`src/rtl/prng_printable_rotate_cipher_defines.svh`:
```
// Assertion macros shared by the cipher RTL.
// Expects clk and rst_n in the scope of every use.
`ifndef PRNG_PRINTABLE_ROTATE_CIPHER_DEFINES_SVH
`define PRNG_PRINTABLE_ROTATE_CIPHER_DEFINES_SVH

// Check cons in the same cycle as ante.
`define PRPC_ASSERT_SAME(lbl, ante, cons, msg) \
  lbl: assert property (@(posedge clk) disable iff (!rst_n) (ante) |-> (cons)) else $error(msg);

// Check cons in the cycle after ante.
`define PRPC_ASSERT_NEXT(lbl, ante, cons, msg) \
  lbl: assert property (@(posedge clk) disable iff (!rst_n) (ante) |=> (cons)) else $error(msg);

`endif

```
`src/rtl/prpc_pkg.sv`:
```
// Shared constants, the queue entry type and the arithmetic helpers
// of the printable rotate cipher. No dependencies.
`default_nettype none
package prpc_pkg;

  localparam int unsigned SEED_W     = 17;
  localparam int unsigned BYTE_W     = 8;
  localparam int unsigned KEY_W      = 7;
  localparam int unsigned MULT_W     = 7;
  localparam int unsigned PROD_W     = SEED_W + MULT_W;
  localparam int unsigned HALF_W     = 16;
  localparam int unsigned CFG_ADDR_W = 1;
  localparam int unsigned FIFO_DEPTH = 2;

  localparam logic [MULT_W-1:0] LEHMER_MULT = 7'd75;
  localparam logic [SEED_W-1:0] PRIME_MOD   = 17'd65537;
  localparam logic [SEED_W-1:0] SEED_RESET  = 17'd1;
  localparam logic [BYTE_W-1:0] PRINT_LOW   = 8'd32;
  localparam logic [BYTE_W-1:0] PRINT_HIGH  = 8'd128;
  localparam logic [BYTE_W-1:0] PRINT_SPAN  = 8'd96;

  localparam logic [CFG_ADDR_W-1:0] REG_SEED = 1'b0;
  localparam logic [CFG_ADDR_W-1:0] REG_MODE = 1'b1;

  typedef struct packed {
    logic [BYTE_W-1:0] data;
    logic [SEED_W-1:0] key;
  } prpc_item_t;

  function automatic logic [SEED_W-1:0] lehmer_step(input logic [SEED_W-1:0] x);
    logic [PROD_W-1:0] prod;
    logic [HALF_W-1:0] lo;
    logic [HALF_W-1:0] hi;
    logic [SEED_W-1:0] res;
    prod = {{MULT_W{1'b0}}, x} * {{SEED_W{1'b0}}, LEHMER_MULT};
    lo   = prod[HALF_W-1:0];
    hi   = {{(2*HALF_W-PROD_W){1'b0}}, prod[PROD_W-1:HALF_W]};
    if (lo >= hi) begin
      res = {1'b0, lo - hi};
    end else begin
      res = {1'b0, lo} + PRIME_MOD - {1'b0, hi};
    end
    return res;
  endfunction

  // key mod 96: key = 32*q + r, so the result is 32*(q mod 3) + r
  function automatic logic [KEY_W-1:0] key_mod96(input logic [SEED_W-1:0] key);
    logic [11:0] q;
    logic [4:0]  s1;
    logic [2:0]  s2;
    logic [2:0]  s3;
    logic [1:0]  q3;
    q  = key[SEED_W-1:5];
    s1 = '0;
    for (int i = 0; i < 6; i++) begin
      s1 = s1 + {3'b000, q[2*i +: 2]};
    end
    s2 = {1'b0, s1[1:0]} + s1[4:2];
    s3 = {2'b00, s2[2]} + {1'b0, s2[1:0]};
    if (s3 >= 3'd3) begin
      s3 = s3 - 3'd3;
    end
    q3 = s3[1:0];
    return {q3, key[4:0]};
  endfunction

  function automatic logic [BYTE_W-1:0] rotate_byte(input logic [BYTE_W-1:0] b,
                                                    input logic [KEY_W-1:0]  k,
                                                    input logic              dec);
    logic [BYTE_W-1:0] pos;
    logic [BYTE_W-1:0] s;
    if (b < PRINT_LOW || b >= PRINT_HIGH) begin
      return b;
    end
    pos = b - PRINT_LOW;
    if (dec) begin
      s = pos + PRINT_SPAN - {1'b0, k};
    end else begin
      s = pos + {1'b0, k};
    end
    if (s >= PRINT_SPAN) begin
      s = s - PRINT_SPAN;
    end
    return s + PRINT_LOW;
  endfunction

endpackage
`default_nettype wire

```
`src/rtl/prpc_front.sv`:
```
// Front end: accepts requests, steps the Lehmer generator and pushes
// byte and keystream value to the queue. Depends on prpc_pkg.
`default_nettype none
module prpc_front
  import prpc_pkg::*;
(
  input  wire logic              clk,
  input  wire logic              rst_n,
  input  wire logic              in_tvalid,
  output logic                   in_tready,
  input  wire logic [BYTE_W-1:0] in_tdata,  // data_byte
  input  wire logic [0:0]        in_tuser,  // restart
  input  wire logic [SEED_W-1:0] seed,
  output logic                   push_valid,
  input  wire logic              push_ready,
  output prpc_item_t             push_item
);

  logic [SEED_W-1:0] gen_r;
  logic [SEED_W-1:0] gen_nxt;
  logic              accept;

  assign in_tready  = push_ready;
  assign push_valid = in_tvalid;
  assign accept     = in_tvalid && push_ready;

  assign gen_nxt        = lehmer_step(in_tuser[0] ? seed : gen_r);
  assign push_item.data = in_tdata;
  assign push_item.key  = gen_nxt;

  always_ff @(posedge clk) begin
    if (!rst_n) begin
      gen_r <= SEED_RESET;
    end else if (accept) begin
      gen_r <= gen_nxt;
    end
  end

endmodule
`default_nettype wire

```
`src/rtl/prpc_fifo.sv`:
```
// Short queue between front end and back end.
// Depends on prpc_pkg and the assertion macros header.
`default_nettype none
`include "prng_printable_rotate_cipher_defines.svh"
module prpc_fifo
  import prpc_pkg::*;
#(
  parameter int unsigned DEPTH = FIFO_DEPTH
) (
  input  wire logic       clk,
  input  wire logic       rst_n,
  input  wire logic       push_valid,
  output logic            push_ready,
  input  wire prpc_item_t push_item,
  output logic            pop_valid,
  input  wire logic       pop_ready,
  output prpc_item_t      pop_item
);

  localparam int unsigned PTR_W = (DEPTH > 1) ? $clog2(DEPTH) : 1;
  localparam int unsigned CNT_W = $clog2(DEPTH + 1);

  prpc_item_t       mem [DEPTH];
  logic [PTR_W-1:0] wr_ptr_r;
  logic [PTR_W-1:0] rd_ptr_r;
  logic [CNT_W-1:0] cnt_r;
  logic             push;
  logic             pop;

  assign push_ready = (cnt_r != CNT_W'(DEPTH));
  assign pop_valid  = (cnt_r != '0);
  assign push       = push_valid && push_ready;
  assign pop        = pop_valid && pop_ready;
  assign pop_item   = mem[rd_ptr_r];

  always_ff @(posedge clk) begin
    if (push) begin
      mem[wr_ptr_r] <= push_item;
    end
  end

  always_ff @(posedge clk) begin
    if (!rst_n) begin
      wr_ptr_r <= '0;
      rd_ptr_r <= '0;
      cnt_r    <= '0;
    end else begin
      if (push) begin
        wr_ptr_r <= (wr_ptr_r == PTR_W'(DEPTH - 1)) ? '0 : wr_ptr_r + 1'b1;
      end
      if (pop) begin
        rd_ptr_r <= (rd_ptr_r == PTR_W'(DEPTH - 1)) ? '0 : rd_ptr_r + 1'b1;
      end
      if (push && !pop) begin
        cnt_r <= cnt_r + 1'b1;
      end else if (pop && !push) begin
        cnt_r <= cnt_r - 1'b1;
      end
    end
  end

  `PRPC_ASSERT_SAME(a_cnt_bound, 1'b1, cnt_r <= CNT_W'(DEPTH), "queue count over depth")
  `PRPC_ASSERT_NEXT(a_cnt_inc, push && !pop, cnt_r == $past(cnt_r) + 1'b1, "queue count not raised")
  `PRPC_ASSERT_NEXT(a_cnt_dec, pop && !push, cnt_r == $past(cnt_r) - 1'b1, "queue count not lowered")

endmodule
`default_nettype wire

```
`src/rtl/prpc_back.sv`:
```
// Back end: reduces the keystream value mod 96, rotates printable bytes
// and holds the result in the output register. Depends on prpc_pkg.
`default_nettype none
module prpc_back
  import prpc_pkg::*;
(
  input  wire logic              clk,
  input  wire logic              rst_n,
  input  wire logic              mode,
  input  wire logic              pop_valid,
  output logic                   pop_ready,
  input  wire prpc_item_t        pop_item,
  output logic                   out_tvalid,
  input  wire logic              out_tready,
  output logic [BYTE_W-1:0]      out_tdata   // out_byte
);

  logic              out_valid_r;
  logic [BYTE_W-1:0] out_data_r;
  logic [BYTE_W-1:0] out_data_nxt;

  assign pop_ready    = !out_valid_r || out_tready;
  assign out_data_nxt = rotate_byte(pop_item.data, key_mod96(pop_item.key), mode);
  assign out_tvalid   = out_valid_r;
  assign out_tdata    = out_data_r;

  always_ff @(posedge clk) begin
    if (!rst_n) begin
      out_valid_r <= 1'b0;
    end else if (pop_ready) begin
      out_valid_r <= pop_valid;
    end
  end

  always_ff @(posedge clk) begin
    if (pop_ready && pop_valid) begin
      out_data_r <= out_data_nxt;
    end
  end

endmodule
`default_nettype wire

```
`src/rtl/prng_printable_rotate_cipher.sv`:
```
// Channel   Dir  Handshake            Payload
// in_       in   in_tvalid/in_tready  tdata[7:0] data_byte, tuser[0] restart
// out_      out  out_tvalid/out_tready tdata[7:0] out_byte
// cfg_      in   cfg_we               cfg_addr register index, cfg_wdata value
//
// One byte per cycle sustained while out_tready stays high; out_tvalid rises once the
// accepted byte has passed the queue entry and then the output register.
// The generator step (17x7 multiply and fold) sits in the front end, combinational
// within the gen_r loop; the mod 96 and rotation sit in the back end.
// Synchronous active-low reset; generator and seed reset to one, mode to encrypt.
// A stalled output fills the queue of DEPTH entries, then drops in_tready.
`default_nettype none
module prng_printable_rotate_cipher
  import prpc_pkg::*;
#(
  parameter int unsigned DEPTH = FIFO_DEPTH
) (
  input  wire logic                  clk,
  input  wire logic                  rst_n,
  input  wire logic                  in_tvalid,
  output logic                       in_tready,
  input  wire logic [BYTE_W-1:0]     in_tdata,   // data_byte
  input  wire logic [0:0]            in_tuser,   // restart
  output logic                       out_tvalid,
  input  wire logic                  out_tready,
  output logic [BYTE_W-1:0]          out_tdata,  // out_byte
  input  wire logic                  cfg_we,
  input  wire logic [CFG_ADDR_W-1:0] cfg_addr,
  input  wire logic [SEED_W-1:0]     cfg_wdata
);

  logic [SEED_W-1:0] seed_r;
  logic              mode_r;
  logic              push_valid;
  logic              push_ready;
  prpc_item_t        push_item;
  logic              pop_valid;
  logic              pop_ready;
  prpc_item_t        pop_item;

  always_ff @(posedge clk) begin
    if (!rst_n) begin
      seed_r <= SEED_RESET;
      mode_r <= 1'b0;
    end else if (cfg_we) begin
      case (cfg_addr)
        REG_SEED: seed_r <= cfg_wdata;
        REG_MODE: mode_r <= cfg_wdata[0];
        default:  ;
      endcase
    end
  end

  prpc_front u_front (
    .clk        (clk),
    .rst_n      (rst_n),
    .in_tvalid  (in_tvalid),
    .in_tready  (in_tready),
    .in_tdata   (in_tdata),
    .in_tuser   (in_tuser),
    .seed       (seed_r),
    .push_valid (push_valid),
    .push_ready (push_ready),
    .push_item  (push_item)
  );

  prpc_fifo #(
    .DEPTH (DEPTH)
  ) u_fifo (
    .clk        (clk),
    .rst_n      (rst_n),
    .push_valid (push_valid),
    .push_ready (push_ready),
    .push_item  (push_item),
    .pop_valid  (pop_valid),
    .pop_ready  (pop_ready),
    .pop_item   (pop_item)
  );

  prpc_back u_back (
    .clk        (clk),
    .rst_n      (rst_n),
    .mode       (mode_r),
    .pop_valid  (pop_valid),
    .pop_ready  (pop_ready),
    .pop_item   (pop_item),
    .out_tvalid (out_tvalid),
    .out_tready (out_tready),
    .out_tdata  (out_tdata)
  );

endmodule
`default_nettype wire
```
`config.mk`:
```
export PLATFORM = sky130hd
export DESIGN_NAME = prng_printable_rotate_cipher
export DESIGN_NICKNAME = d
export VERILOG_FILES = /design/src/rtl/prpc_pkg.sv /design/src/rtl/prpc_front.sv /design/src/rtl/prpc_fifo.sv /design/src/rtl/prpc_back.sv /design/src/rtl/prng_printable_rotate_cipher.sv
export VERILOG_INCLUDE_DIRS = /design/src /design/src/rtl
export SDC_FILE = /design/constraint.sdc
export NUM_CORES = 1
export LEC_CHECK = 0
export BUFFER_PORTS_ARGS = -buffer_cell sky130_fd_sc_hd__buf_2
export CAP_MARGIN = 0
export CORE_ASPECT_RATIO = 1.25
export CORE_UTILIZATION = 65
export CTS_BUF_LIST = sky130_fd_sc_hd__clkbuf_8
export DETAILED_ROUTE_END_ITERATION = 10
export PLACE_DENSITY = 0.9
export SETUP_SLACK_MARGIN = 0.05
export SLEW_MARGIN = 20
export SYNTH_ARGS = -nofsm -noshare
export SYNTH_HDL_FRONTEND = slang
export SYNTH_SLANG_ARGS = --single-unit
```
`constraint.sdc`:
```
create_clock -name clk -period 10.3 [get_ports clk]
set_input_delay 2.575 -clock clk [delete_from_list [all_inputs] [get_ports clk]]
set_output_delay 2.575 -clock clk [all_outputs]
set_load 0.005 [all_outputs]
```
==> out/qor.yml <==
outcome: "finished clean"
post-place-cells: 1187
clkTransAtPathRegs_ns: 0.09
synth-seq-area-share_pct: 27.75
portBuffers: 41
holdBufCountCts: 0
worst_pin_slew_ns: 1.140
grtUsageTotal_pct: 31.24
cts_buffer_depth: 2
cpLargestDelayFamily: "adder cells"
syn_area_mm2: 0.009233
stdcell_count: 1203
hold_violations: 0
hp-class: "reg -> reg"
grt_max_degree: 38
wl_met1_um: 8236
antenna_found_initial: 0
initial_core_util_pct: 66.84
drt-pass1-iter-count: 5
yosysTopAreaCell: "edfxtp_1"
fmax_mhz: 104.5
met2_length_um: 11190
synthTopCellsByCount: "inv_1 (139), ha_1 (128), nand2_1 (92), nor2_1 (64), edfxtp_1 (58)"
skew_ns: 0.01773
finalMaxSlewViolations: 0
rsz0062_at_grt: "false"
critPathMostFrequentCell: "inv_1"
cap_violations: 0
antenna_cells: 0
cp.required_ns: 10.42
grt_pass1_wl_um: 34960
syn-num-nets: 1195
core_mm2: 0.01381
yosys_warnings: 0
drive_gt1_share_pct: 10.21
clkLatencyLatePin_ns: 0.37
cts_resized: 0
grt_overflow: 0
drt_iter0_drc: 578
relSlewSlack_pct: 23.69
slowest_delay_ns: 0.53
syn_inst: 992
postCtsSetupBuffers: 0
cts-root-buf: "clkbuf_8"
cp_slowest_cell: "fa_1"
cp_num_buf_inv: 7
cts_made_buffers: 9
numClockSinks: 99
area_delta_synth_final_pct: 5.597
htree_levels: 3
synthFlopType: "edfxtp_1"
avgSynthCellArea_um2: 9.307
async_flop_share_pct: 0
drc_errors: 0
min_period_ns: 9.568
endpoint_kind: "flop"
place.gp.congestion: 0.9696
multi_input_area_mm2: 0.006031
finalSetupViolations: 0
highest_layer: "met4"
dp_hpwl_um: 17690
synth.top_cells.by_area: "edfxtp_1 (19%), ha_1 (17%), fa_1 (9.3%)"
synth_seq_cells: 99
dr_wl_met3_um: 1028
nets: 1226
ys_types: 69
ios: 42
first_global_vias: 7223
ant_nets: 0
yosysMostFrequentCell: "inv_1"
vias: 7206
fp-row-count: 48
die_y_um: 135.3
drt_wl_total_um: 21690
synth-edff-count: 58
period_share_pct: 92.89
regArea_mm2: 0.002562
final.setup.tns_ns: 0
critical_path_arrival_ns: 9.69
crit_type: "in -> reg"
fp.dieW_um: 108.6
cts_tree: "built"
worst_setup_path_start_kind: "primary input"
crit_fanout: 17
avgRoutedWirePerCell_um: 18.03
die_area_mm2: 0.01469
final.fill_count: 989
yosysTopAreaCellShare_pct: 18.86
via_per_inst: 5.990
## final timing paths
path | end | slack, ns | start | depth (start not counted)
worst min-delay path | seed_r[9] | 0.48 | seed_r[9] | 2
worst max register to register | u_back.out_tdata[7] | 1.20 | flop | 29
worst min register to register | seed_r[9] | 0.48 | seed_r[9] | 2
worst max-delay path | u_fifo.mem[1][15] | 0.73 | in_tuser | 30
## layer usage
layer	vias up	track usage [%]
met4	0	18.54
met3	80	4.714
li1	3470	-
met1	3391	34.45
met2	265	56.01
met5	-	0
## area by class of cell
type / count / area share [%]
Timing Repair Buffer: 44 / 2.336
Multi-Input combinational cell: 725 / 61.86
Inverter: 144 / 5.544
Clock inverter: 7 / 0.4620
Sequential cell: 99 / 26.28
Clock buffer: 9 / 1.271
Tap cell: 175 / 2.246
## layout by cell type, fill, tap and decap left out, drive strengths merged, types with 6 or more instances in the layout
cell type	count
o21a	8
nand2b	11
nand4	6
dfxtp	41
buf	44
xor2	18
o21ai	26
nand2	92
nor3	24
edfxtp	58
clkbuf	9
mux2	27
ha	128
a21boi	14
nor2	65
fa	43
nor2b	7
nand3	17
inv	146
a211oi	10
mux2i	27
or3	7
xnor2	35
a21oi	47
and3	10
nor3b	10
a21o	18
and2	7
## state kept, by name, summed over array words and instances, names as in the netlist, named ones only
signal and flops:
u_back.out_tdata 8, u_back.out_tvalid 1, mode_r 1, seed_r 17, u_front.gen_r 17, u_fifo.rd_ptr_r 1, u_fifo.mem 50, u_fifo.wr_ptr_r 1
u_fifo.cnt_r 2
## worst reg2reg max path: cells and delay by family (launching register included)
family,cells,cell delay [ns]
and+or+nand+nor,6,1.52
DFF,1,0.83
xor gates and xnor gates,3,0.52
muxes,1,0.43
buffers and inverters,2,0.13
adders and majority gates,12,4.66
AOI/OAI and AO/OA,5,0.76
## cells by family (layout without fill, tap and decap cells)
logic type                 after synthesis  in the layout  synth area share (%)
AOI/OAI and AO/OA                      176            176                 13.11
xor gates and xnor gates                53             53                 5.028
adders and majority gates              171            171                 26.67
buffers and inverters                  168            204                 6.952
DFF                                     99             99                 27.75
muxes                                   54             54                 6.356
and+or+nand+nor                        271            271                 14.13
## stage by stage
stage / hold WS, ns / utilization (%) / setup slack, ns / area [um^2]
finish: 0.4814 / 70.58 / 0.7325 / 9749
global route: 0.4981 / 70.58 / 0.2370 / 9749
CTS: 0.4792 / 70.58 / 0.8055 / 9749
detailed placement: 0.4554 / 69.36 / 0.4192 / 9580
global placement: 0.4484 / 69.36 / 0.5671 / 9580
floorplan: 0.4315 / - / 0.6705 / 9233
Power is left out: the tool's default activity adds up to more than one toggle a clock period on the data nets, which glitch-free logic cannot reach.
